===== src/rtl/core/vps_pkg.sv =====
// Package for the vibration pulse sequencer: operation codes, register indexes,
// fixed widths, reset values, battery thresholds and the packed result type.
// No dependencies.
package vps_pkg;

	// Fixed widths of the item fields
	localparam int unsigned OP_W    = 2;
	localparam int unsigned COUNT_W = 8;
	localparam int unsigned MS_W    = 16;
	localparam int unsigned PCT_W   = 7;
	localparam int unsigned CFG_IDX_W = 3;

	// Operation codes carried on s_tuser
	localparam logic [OP_W-1:0] OP_TICK    = 2'd0;
	localparam logic [OP_W-1:0] OP_ENQUEUE = 2'd1;
	localparam logic [OP_W-1:0] OP_BATTERY = 2'd2;
	localparam logic [OP_W-1:0] OP_CLEAR   = 2'd3;

	// Configuration register indexes
	localparam logic [CFG_IDX_W-1:0] REG_ENABLE      = 3'd0;
	localparam logic [CFG_IDX_W-1:0] REG_ACTIVE_HIGH = 3'd1;
	localparam logic [CFG_IDX_W-1:0] REG_SHORT_MS    = 3'd2;
	localparam logic [CFG_IDX_W-1:0] REG_GAP_MS      = 3'd3;
	localparam logic [CFG_IDX_W-1:0] REG_MAX_PULSES  = 3'd4;

	// Register reset values
	localparam logic [MS_W-1:0]    SHORT_MS_RESET   = 16'd60;
	localparam logic [MS_W-1:0]    GAP_MS_RESET     = 16'd120;
	localparam logic [COUNT_W-1:0] MAX_PULSES_RESET = 8'd20;

	// Battery alert thresholds
	localparam logic [PCT_W-1:0] LOW_LIMIT   = 7'd5;
	localparam logic [PCT_W-1:0] REARM_VALUE = 7'd101;
	localparam logic [PCT_W-1:0] FULL_PCT    = 7'd100;

	// One result item, highest field first
	typedef struct packed {
		logic [COUNT_W-1:0] pending_pulses;
		logic               accepted;
		logic               ready_res;
		logic               motor_level;
	} res_t;

endpackage


===== src/rtl/core/vibration_pulse_sequencer.sv =====
// Vibration pulse sequencer top level: event decode, pulse queue, countdown
// and result register. Depends on vps_pkg.
//
//  channel  | handshake          | payload
//  ---------+--------------------+-----------------------------------------------
//  s_*      | s_tvalid/s_tready  | s_tuser op, s_tdata count/first/battery
//  m_*      | m_tvalid/m_tready  | m_tdata motor_level/ready_res/accepted/pending
//  cfg_*    | cfg_valid/cfg_ready| cfg_index, cfg_data
//
// One item per clock while no result waits on a low m_tready: each accepted item
// updates the state and loads the result register in the same cycle, so the result is valid in the cycle after.
// The result register is the only stall point; s_tready drops only while a
// result waits and m_tready is low. cfg_ready is always high.
// arst_n clears state and loads register reset values; no clearing pass.
module vibration_pulse_sequencer #(
	parameter int unsigned DURATION_WIDTH = 16
) (
	input  logic                         clk,
	input  logic                         arst_n,
	input  logic                         s_tvalid,
	output logic                         s_tready,
	input  logic [31:0]                  s_tdata,   // pulse_count[7:0], first_duration[23:8],
	                                                // battery_percent[30:24], zero[31]
	input  logic [vps_pkg::OP_W-1:0]     s_tuser,   // op[1:0]
	output logic                         m_tvalid,
	input  logic                         m_tready,
	output logic [15:0]                  m_tdata,   // motor_level[0], ready_res[1],
	                                                // accepted[2], pending_pulses[10:3],
	                                                // zero[15:11]
	input  logic                         cfg_valid,
	output logic                         cfg_ready,
	input  logic [vps_pkg::CFG_IDX_W-1:0] cfg_index,
	input  logic [15:0]                  cfg_data
);
	import vps_pkg::*;

	localparam int unsigned DW = DURATION_WIDTH;

	// Stage codes
	localparam logic [1:0] ST_IDLE = 2'd0;
	localparam logic [1:0] ST_ON   = 2'd1;
	localparam logic [1:0] ST_GAP  = 2'd2;

	// Fit a 16-bit duration into DW bits
	function automatic logic [DW-1:0] fit_dur(input logic [MS_W-1:0] v);
		logic [DW+MS_W-1:0] w;
		w = {{DW{1'b0}}, v};
		return w[DW-1:0];
	endfunction

	// Configuration registers
	logic               enable_q;
	logic               active_high_q;
	logic [MS_W-1:0]    short_ms_q;
	logic [MS_W-1:0]    gap_ms_q;
	logic [COUNT_W-1:0] max_pulses_q;

	// Sequencer state
	logic [1:0]         stage_q;
	logic [COUNT_W-1:0] pending_q;
	logic [DW-1:0]      next_len_q;
	logic [DW-1:0]      remain_q;
	logic [PCT_W-1:0]   last_alert_q;

	// Result register
	logic               out_valid_q;
	res_t               res_q;

	// Item fields
	logic [OP_W-1:0]    in_op;
	logic [COUNT_W-1:0] in_count;
	logic [MS_W-1:0]    in_first;
	logic [PCT_W-1:0]   in_pct;

	logic               in_fire;
	logic               cfg_fire;
	logic               cfg_clear;

	// Next-state values
	logic [1:0]         stage_n;
	logic [COUNT_W-1:0] pending_n;
	logic [DW-1:0]      next_len_n;
	logic [DW-1:0]      remain_n;
	logic [PCT_W-1:0]   last_alert_n;
	logic               acc_n;
	logic               on_n;
	res_t               res_n;

	// Enqueue helper signals
	logic               enq_go;
	logic [COUNT_W-1:0] enq_cnt;
	logic [DW-1:0]      enq_first;
	logic [COUNT_W-1:0] limit;
	logic [COUNT_W:0]   total;
	logic [COUNT_W-1:0] total_sat;
	logic               stage_busy;
	logic [DW-1:0]      remain_dec;
	logic [PCT_W-1:0]   pct_drop;

	assign in_op    = s_tuser;
	assign in_count = s_tdata[7:0];
	assign in_first = s_tdata[23:8];
	assign in_pct   = s_tdata[30:24];

	assign s_tready  = !out_valid_q || m_tready;
	assign in_fire   = s_tvalid && s_tready;
	assign cfg_ready = 1'b1;
	assign cfg_fire  = cfg_valid && cfg_ready;
	assign cfg_clear = cfg_fire && (cfg_index == REG_ENABLE) && !cfg_data[0];

	// Shared arithmetic for enqueue and countdown
	assign limit      = (max_pulses_q == '0) ? COUNT_W'(1) : max_pulses_q;
	assign total      = {1'b0, pending_q} + {1'b0, enq_cnt};
	assign total_sat  = (total > {1'b0, limit}) ? limit : total[COUNT_W-1:0];
	assign stage_busy = (stage_q == ST_ON) || (stage_q == ST_GAP);
	assign remain_dec = (remain_q != '0) ? remain_q - DW'(1) : '0;
	assign pct_drop   = last_alert_q - in_pct;

	// Decode the item and pick the enqueue request
	always_comb begin
		enq_go    = 1'b0;
		enq_cnt   = '0;
		enq_first = fit_dur(short_ms_q);
		last_alert_n = last_alert_q;
		case (in_op)
			OP_ENQUEUE: begin
				enq_go  = enable_q && (in_count != '0);
				enq_cnt = in_count;
				if (in_first != '0) begin
					enq_first = fit_dur(in_first);
				end
			end
			OP_BATTERY: begin
				if (enable_q && (in_pct <= FULL_PCT)) begin
					if (in_pct > LOW_LIMIT) begin
						last_alert_n = REARM_VALUE;
					end else if (last_alert_q > LOW_LIMIT) begin
						enq_go       = 1'b1;
						enq_cnt      = COUNT_W'(1);
						last_alert_n = in_pct;
					end else if (in_pct < last_alert_q) begin
						enq_go       = 1'b1;
						enq_cnt      = {{(COUNT_W-PCT_W){1'b0}}, pct_drop};
						last_alert_n = in_pct;
					end
				end
			end
			default: begin
			end
		endcase
	end

	// Advance the stage machine, queue and countdown for one item
	always_comb begin
		stage_n    = stage_busy ? stage_q : ST_IDLE;
		pending_n  = pending_q;
		next_len_n = next_len_q;
		remain_n   = remain_q;
		acc_n      = 1'b0;
		case (in_op)
			OP_TICK: begin
				if (enable_q) begin
					if (stage_busy) begin
						remain_n = remain_dec;
						if (remain_dec == '0) begin
							if (stage_q == ST_ON) begin
								stage_n  = ST_GAP;
								remain_n = fit_dur(gap_ms_q);
							end else begin
								stage_n = ST_IDLE;
								if (pending_q != '0) begin
									pending_n = pending_q - COUNT_W'(1);
								end
							end
						end
					end else if (pending_q != '0) begin
						stage_n    = ST_ON;
						remain_n   = next_len_q;
						next_len_n = fit_dur(short_ms_q);
					end
				end
			end
			OP_ENQUEUE, OP_BATTERY: begin
				if (enq_go) begin
					acc_n     = 1'b1;
					pending_n = total_sat;
					if ((pending_q == '0) && !stage_busy) begin
						next_len_n = enq_first;
					end
				end
			end
			default: begin
				pending_n = '0;
				stage_n   = ST_IDLE;
			end
		endcase
	end

	// Form the result item
	always_comb begin
		on_n                 = (stage_n == ST_ON);
		res_n.motor_level    = active_high_q ? on_n : !on_n;
		res_n.ready_res      = (stage_n == ST_IDLE) && (pending_n == '0);
		res_n.accepted       = acc_n;
		res_n.pending_pulses = pending_n;
	end

	// Hold configuration and sequencer state
	always_ff @(posedge clk or negedge arst_n) begin
		if (!arst_n) begin
			enable_q      <= 1'b1;
			active_high_q <= 1'b1;
			short_ms_q    <= SHORT_MS_RESET;
			gap_ms_q      <= GAP_MS_RESET;
			max_pulses_q  <= MAX_PULSES_RESET;
			stage_q       <= ST_IDLE;
			pending_q     <= '0;
			next_len_q    <= fit_dur(SHORT_MS_RESET);
			remain_q      <= '0;
			last_alert_q  <= REARM_VALUE;
		end else begin
			// Disabling drops the queue ahead of any item in the same cycle
			if (cfg_clear) begin
				pending_q <= '0;
				stage_q   <= ST_IDLE;
			end else if (in_fire) begin
				stage_q   <= stage_n;
				pending_q <= pending_n;
			end
			if (in_fire) begin
				next_len_q   <= next_len_n;
				remain_q     <= remain_n;
				last_alert_q <= last_alert_n;
			end
			if (cfg_fire) begin
				case (cfg_index)
					REG_ENABLE:      enable_q      <= cfg_data[0];
					REG_ACTIVE_HIGH: active_high_q <= cfg_data[0];
					REG_SHORT_MS:    short_ms_q    <= cfg_data;
					REG_GAP_MS:      gap_ms_q      <= cfg_data;
					REG_MAX_PULSES:  max_pulses_q  <= cfg_data[COUNT_W-1:0];
					default: begin
					end
				endcase
			end
		end
	end

	// Hold the result until taken
	always_ff @(posedge clk or negedge arst_n) begin
		if (!arst_n) begin
			out_valid_q <= 1'b0;
		end else if (in_fire) begin
			out_valid_q <= 1'b1;
		end else if (m_tready) begin
			out_valid_q <= 1'b0;
		end
	end

	always_ff @(posedge clk) begin
		if (in_fire) begin
			res_q <= res_n;
		end
	end

	assign m_tvalid = out_valid_q;
	assign m_tdata  = {5'd0, res_q};

`ifndef SYNTHESIS
	// A running pulse always has a pending count behind it
	a_busy_has_pending: assert property (@(posedge clk) disable iff (!arst_n)
		(stage_q == ST_ON || stage_q == ST_GAP) |-> (pending_q != '0))
		else $error("sequencer busy with empty queue");

	// A disabled block stays idle
	a_disabled_idle: assert property (@(posedge clk) disable iff (!arst_n)
		!enable_q |-> (stage_q == ST_IDLE))
		else $error("disabled block left idle stage");

	// Input stalls only behind a waiting result
	a_stall_cause: assert property (@(posedge clk) disable iff (!arst_n)
		!s_tready |-> (out_valid_q && !m_tready))
		else $error("input stalled without a waiting result");

	// An accepted item always leaves a result behind
	a_result_after_accept: assert property (@(posedge clk) disable iff (!arst_n)
		in_fire |=> out_valid_q)
		else $error("accepted item produced no result");
`endif

endmodule

===== config.mk =====
export PLATFORM = sky130hd
export DESIGN_NAME = vibration_pulse_sequencer
export DESIGN_NICKNAME = d
export VERILOG_FILES = /design/src/rtl/core/vps_pkg.sv /design/src/rtl/core/vibration_pulse_sequencer.sv
export SDC_FILE = /design/constraint.sdc
export NUM_CORES = 1
export LEC_CHECK = 0
export BUFFER_PORTS_ARGS = -buffer_cell sky130_fd_sc_hd__buf_2
export CAP_MARGIN = 30
export CORE_MARGIN = 5
export CORE_UTILIZATION = 35
export DETAILED_ROUTE_END_ITERATION = 16
export PLACE_DENSITY = 0.49
export SLEW_MARGIN = 30
export SYNTH_ARGS = -nofsm -noshare
export SYNTH_HDL_FRONTEND = slang
export SYNTH_SLANG_ARGS = --single-unit
export TNS_END_PERCENT = 30

===== constraint.sdc =====
create_clock -name clk -period 8.8 [get_ports clk]
set_input_delay 1.32 -clock clk [delete_from_list [all_inputs] [get_ports clk]]
set_output_delay 1.32 -clock clk [all_outputs]
set_load 0.02 [all_outputs]

# [Yosys cells after proc, flatten, opt, wreduce, memory -nomap -nowiden]
# Cells that the tools add are included.
[op_classes] add_sub_neg=4 order_cmp=5 n_eq_ne=14 n_mux=50 reduce_logical=38
[op_table] operator="2-to-1 mux 16 bit" n=12
[op_table] operator="2-to-1 mux 8 bit" n=10
[op_table] operator="2-to-1 mux 7 bit" n=7
[op_table] operator="case mux 16 bit (2 select lines)" n=1
[op_table] operator="case mux 8 bit (2 select lines)" n=2
[op_table] operator="nonzero test 16 bit" n=2
[op_table] operator="logical NOT 8 bit" n=3
[op_table] operator="logical NOT 16 bit" n=1
[op_table] operator="2-to-1 mux 2 bit" n=8
[op_table] operator="nonzero test 8 bit" n=2
[op_table] operator="subtractor 16 x 1 -> 16 bit (second input constant)" n=1
[op_table] operator="greater-than comparator 7 x 3 -> 1 bit (second input constant)" n=2
[op_table] operator="inequality test 2 bit (second input constant)" n=5
[op_table] operator="AND reduction 2 bit" n=5
[op_table] operator="adder 8 x 8 -> 9 bit" n=1
[op_table] operator="greater-than comparator 9 x 8 -> 1 bit" n=1
[op_table] operator="2-to-1 mux 1 bit" n=8
[op_table] operator="AND reduction 4 bit" n=2
[op_table] operator="nonzero test 2 bit" n=4
[op_table] operator="subtractor 8 x 1 -> 8 bit (second input constant)" n=1
[op_table] operator="less-or-equal comparator 7 bit (second input constant)" n=1
[op_table] operator="logical AND 1 bit" n=7
[op_table] operator="less-than comparator 7 bit" n=1
[op_table] operator="AND reduction 7 bit" n=1
[op_table] operator="14 further kinds" n=23
[totals] regBits=103 out_inout_bits=19 word_cells=126

# [Logic depth before layout (Yosys ltp)]
[logic_depth] depth_word=13 mapped_depth=25 mapped_depth_nobuf=25

# [Worst setup path before layout]
# No wires, ideal clock.
[synth_path] path_type="input to register" startpoint="input port s_tdata[28]" endpoint="register res_q (netlist bit m_tdata[1]), data pin" t_arrival_ns=6.220 t_required_ns=8.630 path_slack_ns=2.410 stages=24 path_cell_list="inv_1 -> ha_1 -> or2_1 -> a211oi_1 -> a21oi_1 -> and2_1 -> nor2b_1 -> o21ai_0 -> a21oi_1 -> ha_1 -> fa_1 -> a21oi_1 -> o211ai_1 -> a21oi_1 -> xnor2_1 -> ha_1 -> or4_1 -> a2111oi_0 -> o21ai_1 -> mux2_2 -> mux2i_1 -> o32a_1 -> nand4b_1 -> nor4_2"
[synth_rtl] element="start: declaration" line="vibration_pulse_sequencer.sv:22" text="input logic [31:0] s_tdata,"
[synth_rtl] element="end signal: assignment" line="vibration_pulse_sequencer.sv:262" text="res_q <= res_n;"
[synth_rtl] element="end: declaration" line="vibration_pulse_sequencer.sv:67" text="res_t res_q;"

==> flow_metrics.env <==
export IMPL_start_kind="primary input"
export IMPL_cts_buffers_inserted=9
export IMPL_yosys_warnings=0
export IMPL_critPathLaunch="s_tdata[25]"
export IMPL_clk_pin_slew_ns=0.08
export IMPL_vias=5470
export IMPL_drt_first_iter_violations=423
export IMPL_fp_dieH_um=148
export IMPL_syn_area_mm2=0.00669
export IMPL_cts_max_level=3
export IMPL_synthDistinctLibCells=79
export IMPL_instances_no_fill=1005
export IMPL_reg2reg_to="m_tdata[1]$_DFFE_PP_"
export IMPL_vias_per_cell=5.44
export IMPL_grt_start_max_net_pins=55
export IMPL_power_leakage_nw=3.23
export IMPL_critPathCaptureType="flop"
export IMPL_rsz0062_at_grt="false"
export IMPL_cpMostUsedCell="a21oi_1"
export IMPL_max_stage_delay_ns=0.78
export IMPL_setup_viol=0
export IMPL_wl_per_cell_um=17.9
export IMPL_nFillCells=1911
export IMPL_timing_rr_start="last_alert_q[1]$_DFFE_PN0P_"
export IMPL_core_mm2=0.0188
export IMPL_dp_cells=989
export IMPL_grt_pass1_wl_mm=29.5
export IMPL_crit_chain="buf_2 > inv_1 > ha_1 > nor2b_1 > o31ai_1 > a21oi_1 > and2_1 > nor2b_1 > o21ai_0 > a21oi_1 > ha_1 > fa_1 > a21oi_1 > o211ai_1 > a21oi_1 > xnor2_1 > ha_1 > or4_1 > a2111oi_0 > o21ai_1 > a2111oi_0 > nor4_1 > nand3_1 > nor4_2"
export IMPL_cts_buffer_depth=2
export IMPL_routed_wl_mm=18.0
export IMPL_finalCritPeriodShare_pct=80.2
export IMPL_synth_edf_count=11
export IMPL_hp_class="reg2reg"
export IMPL_worstMarginPinSlew_ns=0.933
export IMPL_fin_skew_ns=0.0136
export IMPL_synth_top_area_cell="dfrtp_1"
export IMPL_synthArstFlopShare_pct=89.3
export IMPL_placed_area_mm2=0.00726
export IMPL_avgSynthCellArea_um2=9.44
export IMPL_relSlewSlack_pct=37.5
export IMPL_portBuffers=69
export IMPL_drive_above_1_share_pct=22.4
export IMPL_clk_latency_ns=0.35
export IMPL_rr_worst_depth=22
export IMPL_maxCapViolations=0
export IMPL_cts_root_buf="clkbuf_16"
export IMPL_cp_depth=24
export IMPL_synth_ff_type="dfrtp_1"
export IMPL_yosys_area_top_type_share_pct=26.9
export IMPL_post_route_min_period_ns=7.06
export IMPL_initial_utilization_pct=35.6
export IMPL_worstPathArrival_ns=7.17
export IMPL_grt_usage_pct=16.7
export IMPL_cts_hold_buf=0
export IMPL_syn_inst=709
export IMPL_n_antenna_cell=0
export IMPL_yosys_top_cells_area="dfrtp_1, dfstp_2, mux2_2, ha_1, nand2_1"
export IMPL_path_class="in2reg"
export IMPL_fmax_mhz=142
export IMPL_die_area_mm2=0.0220
export IMPL_antenna_found_initial=0
export IMPL_worst_path_buf_inv=2
export IMPL_cp_slowest_cell="a2111oi_0"
export IMPL_hold_viol_final=0
export IMPL_crit_fanout=10
export IMPL_first_pass_iters=5
export IMPL_peakVddDrop_mv=0.125
export IMPL_antenna_left=0
export IMPL_grt_pass1_vias=5450
export IMPL_reg2reg_slack_ns=2.52
export IMPL_grt_overflow=0
export IMPL_path_delay_family="compound AO/OA/AOI/OAI gates"
export IMPL_seq_area_frac_synth_pct=39.7
export IMPL_endpoint="m_tdata[1]$_DFFE_PP_"
export IMPL_synth_seq_cells=103
export IMPL_clock_sinks=103
export IMPL_p_per_area_mw_per_mm2=258
export IMPL_die_x_um=148
export IMPL_syn2layout_area_growth_pct=13.1
export IMPL_dp_hpwl_mm=14.0
export IMPL_core_rowCount=50
export IMPL_crit_required_ns=8.91
export IMPL_outcome="completed"
export IMPL_postCtsSetupBuffers=0
export IMPL_drc_errors=0
export IMPL_drv_slew=0
export IMPL_num_io_pins=77
export IMPL_place_congestion=0.861
export IMPL_fin_nets=857
export IMPL_tns_ns=0
export IMPL_cts_resized=0
export IMPL_fin_area_mm2=0.00757
export IMPL_cts_tree="yes"
==> through the flow <==
stage	hold slack (ns)	total power [W]	util (%)	setup slack [ns]
final	0.490	0.00195	40.3	1.74
after global placement	0.471	0.00153	38.6	1.52
after detailed placement	0.480	0.00155	38.7	1.46
after CTS	0.495	0.00197	40.3	1.82
after floorplan	0.441	0.00134	-	2.41
after global routing	0.509	0.00210	40.3	1.07
==> how the worst min path moves through the flow <==
stage / startpoint / to / slack [ns] / cells after the start
2_1_floorplan: next_len_q[14]$_DFFE_PN0P_ / next_len_q[14]$_DFFE_PN0P_ / 0.44 / 2
3_3_place_gp: next_len_q[13]$_DFFE_PN0P_ / next_len_q[13]$_DFFE_PN0P_ / 0.47 / 2
3_5_place_dp: next_len_q[13]$_DFFE_PN0P_ / next_len_q[13]$_DFFE_PN0P_ / 0.48 / 2
4_1_cts: next_len_q[5]$_DFFE_PN1P_ / next_len_q[5]$_DFFE_PN1P_ / 0.50 / 2
5_1_grt: next_len_q[5]$_DFFE_PN1P_ / next_len_q[5]$_DFFE_PN1P_ / 0.51 / 2
6_report: next_len_q[13]$_DFFE_PN0P_ / next_len_q[13]$_DFFE_PN0P_ / 0.49 / 2
==> power breakdown <==
part,switching [W],leakage (nW),internal (W)
combinational,0.000474,1.85,0.000334
clock,0.000205,0.151,0.000204
sequential,0.000127,1.23,0.000611
total,0.000806,3.23,0.00115
==> registers in the layout, summed over array words and instances (netlist names) <==
name / count
gap_ms_q: 16
next_len_q: 16
remain_q: 16
short_ms_q: 16
m_tdata: 11
max_pulses_q: 8
pending_q: 8
last_alert_q: 7
stage_q: 2
active_high_q: 1
enable_q: 1
m_tvalid: 1
==> cell usage after synthesis, types with 9 or more instances <==
| cell | instances |
|---|---|
| nand3_1 | 10 |
| mux2_2 | 36 |
| nand2_1 | 91 |
| nor4_1 | 19 |
| ha_1 | 31 |
| clkbuf_1 | 25 |
| nand2b_1 | 10 |
| o21ai_1 | 26 |
| edfxtp_1 | 11 |
| dfstp_2 | 20 |
| a21oi_1 | 29 |
| nor3_1 | 14 |
| inv_1 | 39 |
| and2_1 | 9 |
| nor2_1 | 36 |
| mux2i_1 | 27 |
| dfrtp_1 | 72 |
| o21ai_0 | 45 |
| or3_1 | 9 |
==> cells in the final DEF (no fill, tap or decap), types with 4 or more instances in the layout <==
| cell | n |
|---|---|
| buf_4 | 9 |
| and2_1 | 9 |
| ha_1 | 31 |
| clkbuf_16 | 9 |
| dfstp_2 | 20 |
| conb_1 | 6 |
| xor2_1 | 8 |
| mux2_2 | 36 |
| nor3_1 | 14 |
| nand2_1 | 91 |
| mux2i_1 | 27 |
| o211ai_1 | 7 |
| nand2b_1 | 10 |
| nor3b_1 | 4 |
| nor4_1 | 19 |
| a21oi_1 | 29 |
| inv_1 | 39 |
| o41ai_1 | 4 |
| or3_1 | 9 |
| nor2b_1 | 7 |
| a31oi_1 | 7 |
| nand3_1 | 10 |
| dfrtp_1 | 72 |
| o21ai_0 | 45 |
| o21a_1 | 4 |
| xnor2_1 | 8 |
| o21ai_1 | 25 |
| edfxtp_1 | 11 |
| buf_2 | 68 |
| a211oi_1 | 8 |
| o31ai_1 | 4 |
| nor2_1 | 36 |
| nand4_1 | 5 |
==> per-layer routing <==
metal	GRT usage, %	vias up	routed length (um)	share of wire, %
li1	-	2695	-	-
met1	24.6	2617	9090	50
met2	25.8	143	8070	45
met3	2.65	15	662	3.7
met4	3.93	0	193	1.1
met5	0	-	0	0
==> final cells by class <==
| class | count | area (um^2) | share of cell area (%) |
|---|---|---|---|
| Sequential cell | 103 | 2660 | 35.1 |
| Clock buffer | 9 | 225 | 2.98 |
| Timing Repair Buffer | 77 | 408 | 5.39 |
| Multi-Input combinational cell | 536 | 3750 | 49.6 |
| Inverter | 39 | 146 | 1.93 |
| Clock inverter | 7 | 86.3 | 1.14 |
| Tap cell | 234 | 293 | 3.87 |
==> logic make-up after synthesis <==
group | synth area share [%]
and+or+nand+nor | 20.0
AOI/OAI and AO/OA | 16.6
DFF | 39.7
buffers and inverters | 4.84
muxes | 10.3
adders and majority gates | 6.40
xor gates and xnor gates | 2.09
other | 0.112
==> worst min-delay path: stages, from the launching register on <==
cell and delay (ns):
dfrtp_1 0.35, nand2_1 0.05, o21ai_0 0.06
No activity file was read; power rests on OpenSTA's default activity.
